`src/design/bdu8_pkg.sv`:
```
`default_nettype none

package bdu8_pkg;

  typedef enum logic [2:0] {
    FMT_NONE  = 3'd0,
    FMT_UTF8  = 3'd1,
    FMT_U16LE = 3'd2,
    FMT_U16BE = 3'd3,
    FMT_U32LE = 3'd4,
    FMT_U32BE = 3'd5
  } fmt_e;

  localparam logic [31:0] CP_1B_MAX  = 32'h0000_007F;
  localparam logic [31:0] CP_2B_MAX  = 32'h0000_07FF;
  localparam logic [31:0] CP_3B_MAX  = 32'h0000_FFFF;
  localparam logic [31:0] SUPP_BASE  = 32'h0001_0000;
  localparam logic [15:0] HI_SURR_LO = 16'hD800;
  localparam logic [15:0] HI_SURR_HI = 16'hDBFF;
  localparam logic [15:0] LO_SURR_LO = 16'hDC00;
  localparam logic [15:0] LO_SURR_HI = 16'hDFFF;

  localparam logic [7:0] BOM8_0  = 8'hEF;
  localparam logic [7:0] BOM8_1  = 8'hBB;
  localparam logic [7:0] BOM8_2  = 8'hBF;
  localparam logic [7:0] BOM_FF  = 8'hFF;
  localparam logic [7:0] BOM_FE  = 8'hFE;
  localparam logic [7:0] BOM_00  = 8'h00;
  localparam logic [7:0] LEAD4   = 8'hF0;

  // one group of result bytes made by one input beat
  typedef struct packed {
    logic [3:0][7:0] bytes;
    logic [2:0]      cnt;
    fmt_e            fmt;
  } grp_t;

  typedef struct packed {
    logic [3:0][7:0] bytes;
    logic [2:0]      cnt;
  } enc_t;

  function automatic enc_t utf8_encode(input logic [31:0] cp);
    enc_t r;
    r.bytes = '0;
    if (cp <= CP_1B_MAX) begin
      r.bytes[0] = cp[7:0];
      r.cnt      = 3'd1;
    end else if (cp <= CP_2B_MAX) begin
      r.bytes[0] = {3'b110, cp[10:6]};
      r.bytes[1] = {2'b10, cp[5:0]};
      r.cnt      = 3'd2;
    end else if (cp <= CP_3B_MAX) begin
      r.bytes[0] = {4'b1110, cp[15:12]};
      r.bytes[1] = {2'b10, cp[11:6]};
      r.bytes[2] = {2'b10, cp[5:0]};
      r.cnt      = 3'd3;
    end else begin
      // out-of-range values keep the truncated lead byte
      r.bytes[0] = LEAD4 | cp[25:18];
      r.bytes[1] = {2'b10, cp[17:12]};
      r.bytes[2] = {2'b10, cp[11:6]};
      r.bytes[3] = {2'b10, cp[5:0]};
      r.cnt      = 3'd4;
    end
    return r;
  endfunction

endpackage

`default_nettype wire

```
`src/design/bom_detecting_utf8_transcoder.sv`:
```
// Path: the first result byte of a beat is registered in the core input stage, then in the
//   serializer group register, before it is on the output.
// Throughput: one input beat per cycle while each beat makes at most one byte and the
//   output is not stalled; a longer group holds later beats, set by the single byte-wide lane.
// Header bytes make no result until the fourth byte or the file end arrives.
// Reset: rst_ni asynchronous, active low, clears handshake and stream state; no clearing pass.
`default_nettype none

module bom_detecting_utf8_transcoder import bdu8_pkg::*; (
  input  wire logic       clk_i,
  input  wire logic       rst_ni,
  input  wire logic       s_axis_tvalid,
  output logic            s_axis_tready,
  input  wire logic [7:0] s_axis_tdata,   // [7:0] in_byte
  input  wire logic       s_axis_tuser,   // [0] file_start
  input  wire logic       s_axis_tlast,   // file_end
  output logic            m_axis_tvalid,
  input  wire logic       m_axis_tready,
  output logic [7:0]      m_axis_tdata,   // [7:0] out_byte
  output logic [2:0]      m_axis_tuser,   // [2:0] detected_format
  output logic            m_axis_tlast    // run_last
);

  grp_t grp;
  logic grp_valid, grp_ready;

  bdu8_core u_core (
    .clk_i       (clk_i),
    .rst_ni      (rst_ni),
    .in_valid_i  (s_axis_tvalid),
    .in_ready_o  (s_axis_tready),
    .in_byte_i   (s_axis_tdata),
    .in_start_i  (s_axis_tuser),
    .in_end_i    (s_axis_tlast),
    .grp_valid_o (grp_valid),
    .grp_ready_i (grp_ready),
    .grp_o       (grp)
  );

  bdu8_serializer u_ser (
    .clk_i       (clk_i),
    .rst_ni      (rst_ni),
    .grp_valid_i (grp_valid),
    .grp_ready_o (grp_ready),
    .grp_i       (grp),
    .out_valid_o (m_axis_tvalid),
    .out_ready_i (m_axis_tready),
    .out_byte_o  (m_axis_tdata),
    .out_fmt_o   (m_axis_tuser),
    .out_last_o  (m_axis_tlast)
  );

endmodule

`default_nettype wire

```
`src/design/bdu8_core.sv`:
```
`default_nettype none

module bdu8_core import bdu8_pkg::*; (
  input  wire logic       clk_i,
  input  wire logic       rst_ni,
  input  wire logic       in_valid_i,
  output logic            in_ready_o,
  input  wire logic [7:0] in_byte_i,
  input  wire logic       in_start_i,
  input  wire logic       in_end_i,
  output logic            grp_valid_o,
  input  wire logic       grp_ready_i,
  output grp_t            grp_o
);

  logic            in_valid_q, in_valid_d;
  logic [7:0]      in_byte_q;
  logic            in_start_q, in_end_q;

  logic [1:0]      hcnt_q, hcnt_d;
  logic [2:0][7:0] hb_q, hb_d;
  logic            dec_q, dec_d;
  fmt_e            fmt_q, fmt_d;
  logic [2:0][7:0] ub_q, ub_d;
  logic [1:0]      ufill_q, ufill_d;
  logic [9:0]      phigh_q, phigh_d;
  logic            pvalid_q, pvalid_d;

  logic            dec_c, pvalid_c;
  logic [1:0]      hcnt_c, ufill_c;
  fmt_e            fmt_c, det, fmt_out;
  logic [2:0]      n;
  logic [3:0][7:0] hv, pass_bytes;
  logic [2:0]      pass_cnt;
  logic            u16_go, enc_go;
  logic [15:0]     w16;
  logic [31:0]     cp;
  enc_t            enc;
  logic            adv;

  always_comb begin
    dec_c    = in_start_q ? 1'b0 : dec_q;
    fmt_c    = in_start_q ? FMT_NONE : fmt_q;
    hcnt_c   = in_start_q ? 2'd0 : hcnt_q;
    ufill_c  = in_start_q ? 2'd0 : ufill_q;
    pvalid_c = in_start_q ? 1'b0 : pvalid_q;

    for (int i = 0; i < 3; i++) begin
      hv[i] = (hcnt_c == 2'(i)) ? in_byte_q : hb_q[i];
    end
    hv[3] = in_byte_q;
    n = {1'b0, hcnt_c} + 3'd1;

    if (n >= 3'd3 && hv[0] == BOM8_0 && hv[1] == BOM8_1 && hv[2] == BOM8_2) begin
      det = FMT_UTF8;
    end else if (n == 3'd4 && hv[0] == BOM_FF && hv[1] == BOM_FE &&
                 hv[2] == BOM_00 && hv[3] == BOM_00) begin
      det = FMT_U32LE;
    end else if (n >= 3'd2 && hv[0] == BOM_FF && hv[1] == BOM_FE) begin
      det = FMT_U16LE;
    end else if (n >= 3'd2 && hv[0] == BOM_FE && hv[1] == BOM_FF) begin
      det = FMT_U16BE;
    end else if (n == 3'd4 && hv[0] == BOM_00 && hv[1] == BOM_00 &&
                 hv[2] == BOM_FE && hv[3] == BOM_FF) begin
      det = FMT_U32BE;
    end else begin
      det = FMT_NONE;
    end

    hcnt_d     = hcnt_c;
    hb_d       = hb_q;
    dec_d      = dec_c;
    fmt_d      = fmt_c;
    ub_d       = ub_q;
    ufill_d    = ufill_c;
    phigh_d    = phigh_q;
    pvalid_d   = pvalid_c;
    fmt_out    = fmt_c;
    pass_bytes = '0;
    pass_cnt   = 3'd0;
    u16_go     = 1'b0;
    w16        = '0;
    enc_go     = 1'b0;
    cp         = '0;

    if (!dec_c) begin
      for (int i = 0; i < 3; i++) begin
        if (hcnt_c == 2'(i)) hb_d[i] = in_byte_q;
      end
      hcnt_d = hcnt_c + 2'd1;
      if (n == 3'd4 || in_end_q) begin
        hcnt_d  = 2'd0;
        dec_d   = 1'b1;
        fmt_d   = det;
        fmt_out = det;
        case (det)
          FMT_NONE: begin
            pass_bytes = hv;
            pass_cnt   = n;
          end
          FMT_UTF8: begin
            if (n == 3'd4) begin
              pass_bytes[0] = hv[3];
              pass_cnt      = 3'd1;
            end
          end
          FMT_U16LE: begin
            u16_go = (n == 3'd4);
            w16    = {hv[3], hv[2]};
          end
          FMT_U16BE: begin
            u16_go = (n == 3'd4);
            w16    = {hv[2], hv[3]};
          end
          default: ;
        endcase
      end
    end else begin
      case (fmt_c)
        FMT_U16LE, FMT_U16BE: begin
          if (ufill_c == 2'd0) begin
            ub_d[0] = in_byte_q;
            ufill_d = 2'd1;
          end else begin
            ufill_d = 2'd0;
            u16_go  = 1'b1;
            w16     = (fmt_c == FMT_U16LE) ? {in_byte_q, ub_q[0]} : {ub_q[0], in_byte_q};
          end
        end
        FMT_U32LE, FMT_U32BE: begin
          if (ufill_c != 2'd3) begin
            for (int i = 0; i < 3; i++) begin
              if (ufill_c == 2'(i)) ub_d[i] = in_byte_q;
            end
            ufill_d = ufill_c + 2'd1;
          end else begin
            ufill_d = 2'd0;
            enc_go  = 1'b1;
            cp      = (fmt_c == FMT_U32LE) ? {in_byte_q, ub_q[2], ub_q[1], ub_q[0]}
                                           : {ub_q[0], ub_q[1], ub_q[2], in_byte_q};
          end
        end
        default: begin
          pass_bytes[0] = in_byte_q;
          pass_cnt      = 3'd1;
        end
      endcase
    end

    // surrogate pairing
    if (u16_go) begin
      pvalid_d = 1'b0;
      if (pvalid_c && w16 >= LO_SURR_LO && w16 <= LO_SURR_HI) begin
        enc_go = 1'b1;
        cp     = SUPP_BASE + {12'd0, phigh_q, w16[9:0]};
      end else if (w16 >= HI_SURR_LO && w16 <= HI_SURR_HI) begin
        phigh_d  = w16[9:0];
        pvalid_d = 1'b1;
      end else begin
        enc_go = 1'b1;
        cp     = {16'd0, w16};
      end
    end

    enc = utf8_encode(cp);

    grp_o.bytes = enc_go ? enc.bytes : pass_bytes;
    grp_o.cnt   = enc_go ? enc.cnt : pass_cnt;
    grp_o.fmt   = fmt_out;

    if (in_end_q) begin
      hcnt_d   = 2'd0;
      dec_d    = 1'b0;
      fmt_d    = FMT_NONE;
      ufill_d  = 2'd0;
      phigh_d  = '0;
      pvalid_d = 1'b0;
    end
  end

  assign grp_valid_o = in_valid_q && (grp_o.cnt != 3'd0);
  assign adv         = in_valid_q && ((grp_o.cnt == 3'd0) || grp_ready_i);
  assign in_ready_o  = !in_valid_q || adv;

  always_comb begin
    in_valid_d = in_valid_q;
    if (in_valid_i && in_ready_o) begin
      in_valid_d = 1'b1;
    end else if (adv) begin
      in_valid_d = 1'b0;
    end
  end

  always_ff @(posedge clk_i or negedge rst_ni) begin
    if (!rst_ni) begin
      in_valid_q <= 1'b0;
      hcnt_q     <= 2'd0;
      dec_q      <= 1'b0;
      fmt_q      <= FMT_NONE;
      ufill_q    <= 2'd0;
      phigh_q    <= '0;
      pvalid_q   <= 1'b0;
    end else begin
      in_valid_q <= in_valid_d;
      if (adv) begin
        hcnt_q   <= hcnt_d;
        dec_q    <= dec_d;
        fmt_q    <= fmt_d;
        ufill_q  <= ufill_d;
        phigh_q  <= phigh_d;
        pvalid_q <= pvalid_d;
      end
    end
  end

  always_ff @(posedge clk_i) begin
    if (in_valid_i && in_ready_o) begin
      in_byte_q  <= in_byte_i;
      in_start_q <= in_start_i;
      in_end_q   <= in_end_i;
    end
    if (adv) begin
      hb_q <= hb_d;
      ub_q <= ub_d;
    end
  end

endmodule

`default_nettype wire

```
`src/design/bdu8_serializer.sv`:
```
`default_nettype none

module bdu8_serializer import bdu8_pkg::*; (
  input  wire logic       clk_i,
  input  wire logic       rst_ni,
  input  wire logic       grp_valid_i,
  output logic            grp_ready_o,
  input  wire grp_t       grp_i,
  output logic            out_valid_o,
  input  wire logic       out_ready_i,
  output logic [7:0]      out_byte_o,
  output logic [2:0]      out_fmt_o,
  output logic            out_last_o
);

  grp_t       grp_q;
  logic       valid_q;
  logic [1:0] idx_q;
  logic       fire, load;

  assign out_valid_o = valid_q;
  assign out_byte_o  = grp_q.bytes[idx_q];
  assign out_fmt_o   = grp_q.fmt;
  assign out_last_o  = ({1'b0, idx_q} == (grp_q.cnt - 3'd1));
  assign fire        = valid_q && out_ready_i;
  assign grp_ready_o = !valid_q || (fire && out_last_o);
  assign load        = grp_valid_i && grp_ready_o;

  always_ff @(posedge clk_i or negedge rst_ni) begin
    if (!rst_ni) begin
      valid_q <= 1'b0;
      idx_q   <= 2'd0;
    end else begin
      if (load) begin
        valid_q <= 1'b1;
        idx_q   <= 2'd0;
      end else if (fire) begin
        if (out_last_o) begin
          valid_q <= 1'b0;
        end else begin
          idx_q <= idx_q + 2'd1;
        end
      end
    end
  end

  always_ff @(posedge clk_i) begin
    if (load) begin
      grp_q <= grp_i;
    end
  end

endmodule

`default_nettype wire

```
`config.mk`:
```
export PLATFORM = sky130hd
export DESIGN_NAME = bom_detecting_utf8_transcoder
export DESIGN_NICKNAME = d
export VERILOG_FILES = /design/src/design/bdu8_pkg.sv /design/src/design/bom_detecting_utf8_transcoder.sv /design/src/design/bdu8_core.sv /design/src/design/bdu8_serializer.sv
export SDC_FILE = /design/constraint.sdc
export NUM_CORES = 1
export LEC_CHECK = 0
export BUFFER_PORTS_ARGS = -buffer_cell sky130_fd_sc_hd__buf_4
export CAP_MARGIN = 20
export CORE_ASPECT_RATIO = 2
export CORE_MARGIN = 1.5
export CORE_UTILIZATION = 45
export DETAILED_ROUTE_END_ITERATION = 8
export HOLD_SLACK_MARGIN = 0.12
export PLACE_DENSITY = 0.71
export SKIP_LAST_GASP = 1
export SYNTH_ARGS = -nofsm -noshare
export SYNTH_HDL_FRONTEND = slang
export SYNTH_HIERARCHICAL = 1
export SYNTH_SLANG_ARGS = --single-unit
```
`constraint.sdc`:
```
create_clock -name clk_i -period 6.3 [get_ports clk_i]
set_clock_uncertainty 0.15 [all_clocks]
set_input_delay 0.315 -clock clk_i [delete_from_list [all_inputs] [get_ports clk_i]]
set_output_delay 0.315 -clock clk_i [all_outputs]
set_load 0.02 [all_outputs]
```
==> flow_summary.yaml <==
clocking:
  cts.sinks: 119
  clk_latency_ns: 0.42
  cts_tree: "built"
  cts_max_level: 4
  cts_root_buf: "clkbuf_16"
  cts_resized: 0
  path_clk_slew_ns: 0.06
  numCtsBuffers: 17
  clockBufferDepth: 2
critical_path:
  arrival_ns: 5.95
  worstPathRequired_ns: 6.31
  cpPeakStageDelay_ns: 0.67
  worst-path-max-fanout: 19
  worstSetupPathType: "reg -> reg"
  critPathLaunchType: "flop"
  rrSetupSlack_ns: 0.36
  crit_chain: "inv_1, nor2_1, inv_1, ha_1, mux2i_1, a211oi_2, and3_1, o211ai_1, buf_4, o31ai_1, nand2_1, o31ai_1, nand4_2, nor3_4, buf_4, a211oi_1, a221o_1"
  slowest_stage: "o31ai_1"
  end_kind: "flop"
sta:
  period_needed_ns: 5.94
  grt_setup_unrepaired: "no"
  setup_viol: 0
  relSlewSlack_pct: 46.0
  tns_ns: 0
  worst_slew_pin_slew_ns: 0.811
  drv_slew: 0
  clock.fmax_mhz: 168
  fin_crit_sh_pct: 94.3
  hold-worst-slack_ns: 0.165
  hold_viol_final: 0
placed_design:
  dpl_cell_area_mm2: 0.00869
  io_buffers: 27
  hpwl_mm: 22.1
  dp_cells: 1056
  gp_congestion: 1.04
power_and_ir_drop:
  internal_power_uw: 2300
  totalPowerFinal_uw: 3800
  p_leak_uw: 0.00341
  peakVddDrop_v: 0.000281
  powerDensity_mw_per_mm2: 407
  p_seq_share_pct: 36.6
  switching_share_pct: 39.6
  p_switching_uw: 1500
  clkPwrFrac_pct: 23.4
  combPwrFrac_pct: 39.9
synth:
  syn_avg_cell_area_um2: 9.75
  syn_area_mm2: 0.00805
  synth_nets: 849
  synth_seq_cells: 119
  synth_ff_type: "edfxtp_1"
  synth-edff-count: 96
  yosys_warnings: 6
  ys_seq_area_share_pct: 43.0
  async_flop_share_pct: 19.3
  synth_cells: 825
  yosysUniqueCellTypes: 88
drt:
  vias: 7388
  wl_met2_mm: 14.3
  dr.pass1.iters: 6
  ant_nets: 0
  totalWireLength_mm: 29.2
  wl_per_cell_um: 26.5
  drc: 0
  met1_length_mm: 10.5
  viasPerCell: 6.72
  drt_iter0_markers: 721
  top_layer: "met4"
  met3_length_mm: 1.88
die:
  coreArea_mm2: 0.0176
  start_util_pct: 45.7
  rows: 69
  die_area_mm2: 0.0187
  dieWidth_um: 97.5
  io_pins: 28
  die_y_um: 192
job:
  cap_violations: 0
finish:
  mostFrequentLayoutCell: "nand2_1"
  drive_above_1_share_pct: 17.6
  nFillCells: 1611
  fin_nets: 898
  stdcell_count: 1100
  antennaDiodeCount: 0
  final_cell_mix: "104 x nand2_1, 96 x edfxtp_1, 75 x buf_4, 45 x a21oi_1, 45 x o21ai_0"
  area_growth_pct: 16.2
  final_area_mm2: 0.00935
global_route:
  grt_pass1_vias: 7367
  grt_max_degree: 33
  grt_overflow: 0
  grt_usage_pct: 32.0
  antenna_found_initial: 0
  grt_pass1_wl_mm: 44.3
run_status:
  status: "complete, no violations"
worst_hold_path:
  hold_path_class: "in -> reg"
## state kept, by name, summed over array words and instances, names as in the netlist
signal / flops
u_ser/out_fmt_o: 3
u_core/hcnt_q: 2
u_core/dec_q: 1
u_core/in_end_q: 1
u_core/in_valid_q: 1
u_ser/grp_q: 35
u_core/fmt_q: 3
u_core/ufill_q: 2
u_ser/idx_q: 2
u_core/in_start_q: 1
u_ser/out_valid_o: 1
u_core/ub_q: 24
u_core/pvalid_q: 1
u_core/in_byte_q: 8
u_core/hb_q: 24
u_core/phigh_q: 10
## power by group through the flow
stage | registers, µW | clock network, µW | logic [µW]
global placement | 1400 | 0 | 1460
detailed placement | 1400 | 0 | 1480
floorplan | 1290 | 0 | 962
CTS | 1390 | 901 | 1500
global route | 1420 | 935 | 1630
finish | 1390 | 892 | 1520
## final timing paths
check                                   from                 to  depth (start not counted)
min                            m_axis_tready  u_ser/out_valid_o                          4
min in group asynchronous             rst_ni    u_core/fmt_q[1]                          2
max reg2reg                 u_core/hcnt_q[0]    u_ser/grp_q[16]                         17
min reg2reg                u_core/phigh_q[3]  u_core/phigh_q[3]                          2
max in group asynchronous             rst_ni     u_ser/idx_q[0]                          2
max                         u_core/hcnt_q[0]    u_ser/grp_q[16]                         17
## per-stage QoR
step	worst slack [ns]	utilization, %
floorplan	0.518	-
global placement	0.548	49.3
detailed placement	0.562	49.3
CTS	0.525	53.1
global route	0.0402	53.1
finish	0.360	53.1
## kinds of logic after synthesis
family / after synthesis / share of synthesized area (%)
buf+inv: 85 / 4.54
mux: 64 / 9.53
fa+ha+maj: 10 / 1.56
compound gates: 228 / 20.1
flops: 119 / 43.0
simple gates: 314 / 20.8
xor+xnor: 5 / 0.544
## critical path: cells and delay by family, from the launching register on
kind            cells  cell delay [ns]
compound gates      6             2.23
fa+ha+maj           1             0.57
flops               1             0.38
mux                 1             0.24
simple gates        5             1.33
buf+inv             4             0.78
## timing repair
item / in CTS / in global routing
endpoints found under the hold margin: 34 / 0
hold buffers: 12 / 0
setup buffers: 0 / 0
## cells in the mapped netlist (5+ instances only)
cell type,number,area (µm²)
nor4_1,7,43.8
nand3b_1,7,52.6
mux2i_1,41,410
nand4_1,5,31.3
dfrtp_1,23,576
mux2_2,15,169
mux4_2,6,135
nor2_1,46,173
buf_2,10,50.1
o22ai_1,14,87.6
a21oi_1,45,225
o21ai_0,45,225
a22o_1,9,78.8
nand2_1,104,390
nand3_1,29,145
ha_1,10,125
and2_1,17,106
nor3_1,23,115
o211ai_1,9,67.6
a31oi_1,10,62.6
a221o_1,7,70.1
edfxtp_1,96,2880
nor2b_1,8,50.1
o31ai_1,9,67.6
and3_1,10,62.6
a211oi_1,9,67.6
nand2b_1,14,87.6
a22oi_1,7,52.6
inv_1,23,86.3
clkbuf_1,41,154
nor3b_1,6,45.0
o22a_1,5,43.8
## per-layer routing
metal | vias up | GRT usage, %
met2 | 414 | 53.8
met1 | 3583 | 36.6
met3 | 125 | 4.95
met4 | 0 | 24.0
met5 | - | 0
li1 | 3266 | -
## area by class of cell
cell class	count	area, µm²	area share, %
Clock inverter	14	110	1.18
Tap cell	213	267	2.85
Multi-Input combinational cell	621	4240	45.4
Sequential cell	119	3460	37.0
Inverter	25	93.8	1.00
Clock buffer	18	429	4.59
Timing Repair Buffer	90	743	7.95
(Power assumes the default switching activity.)
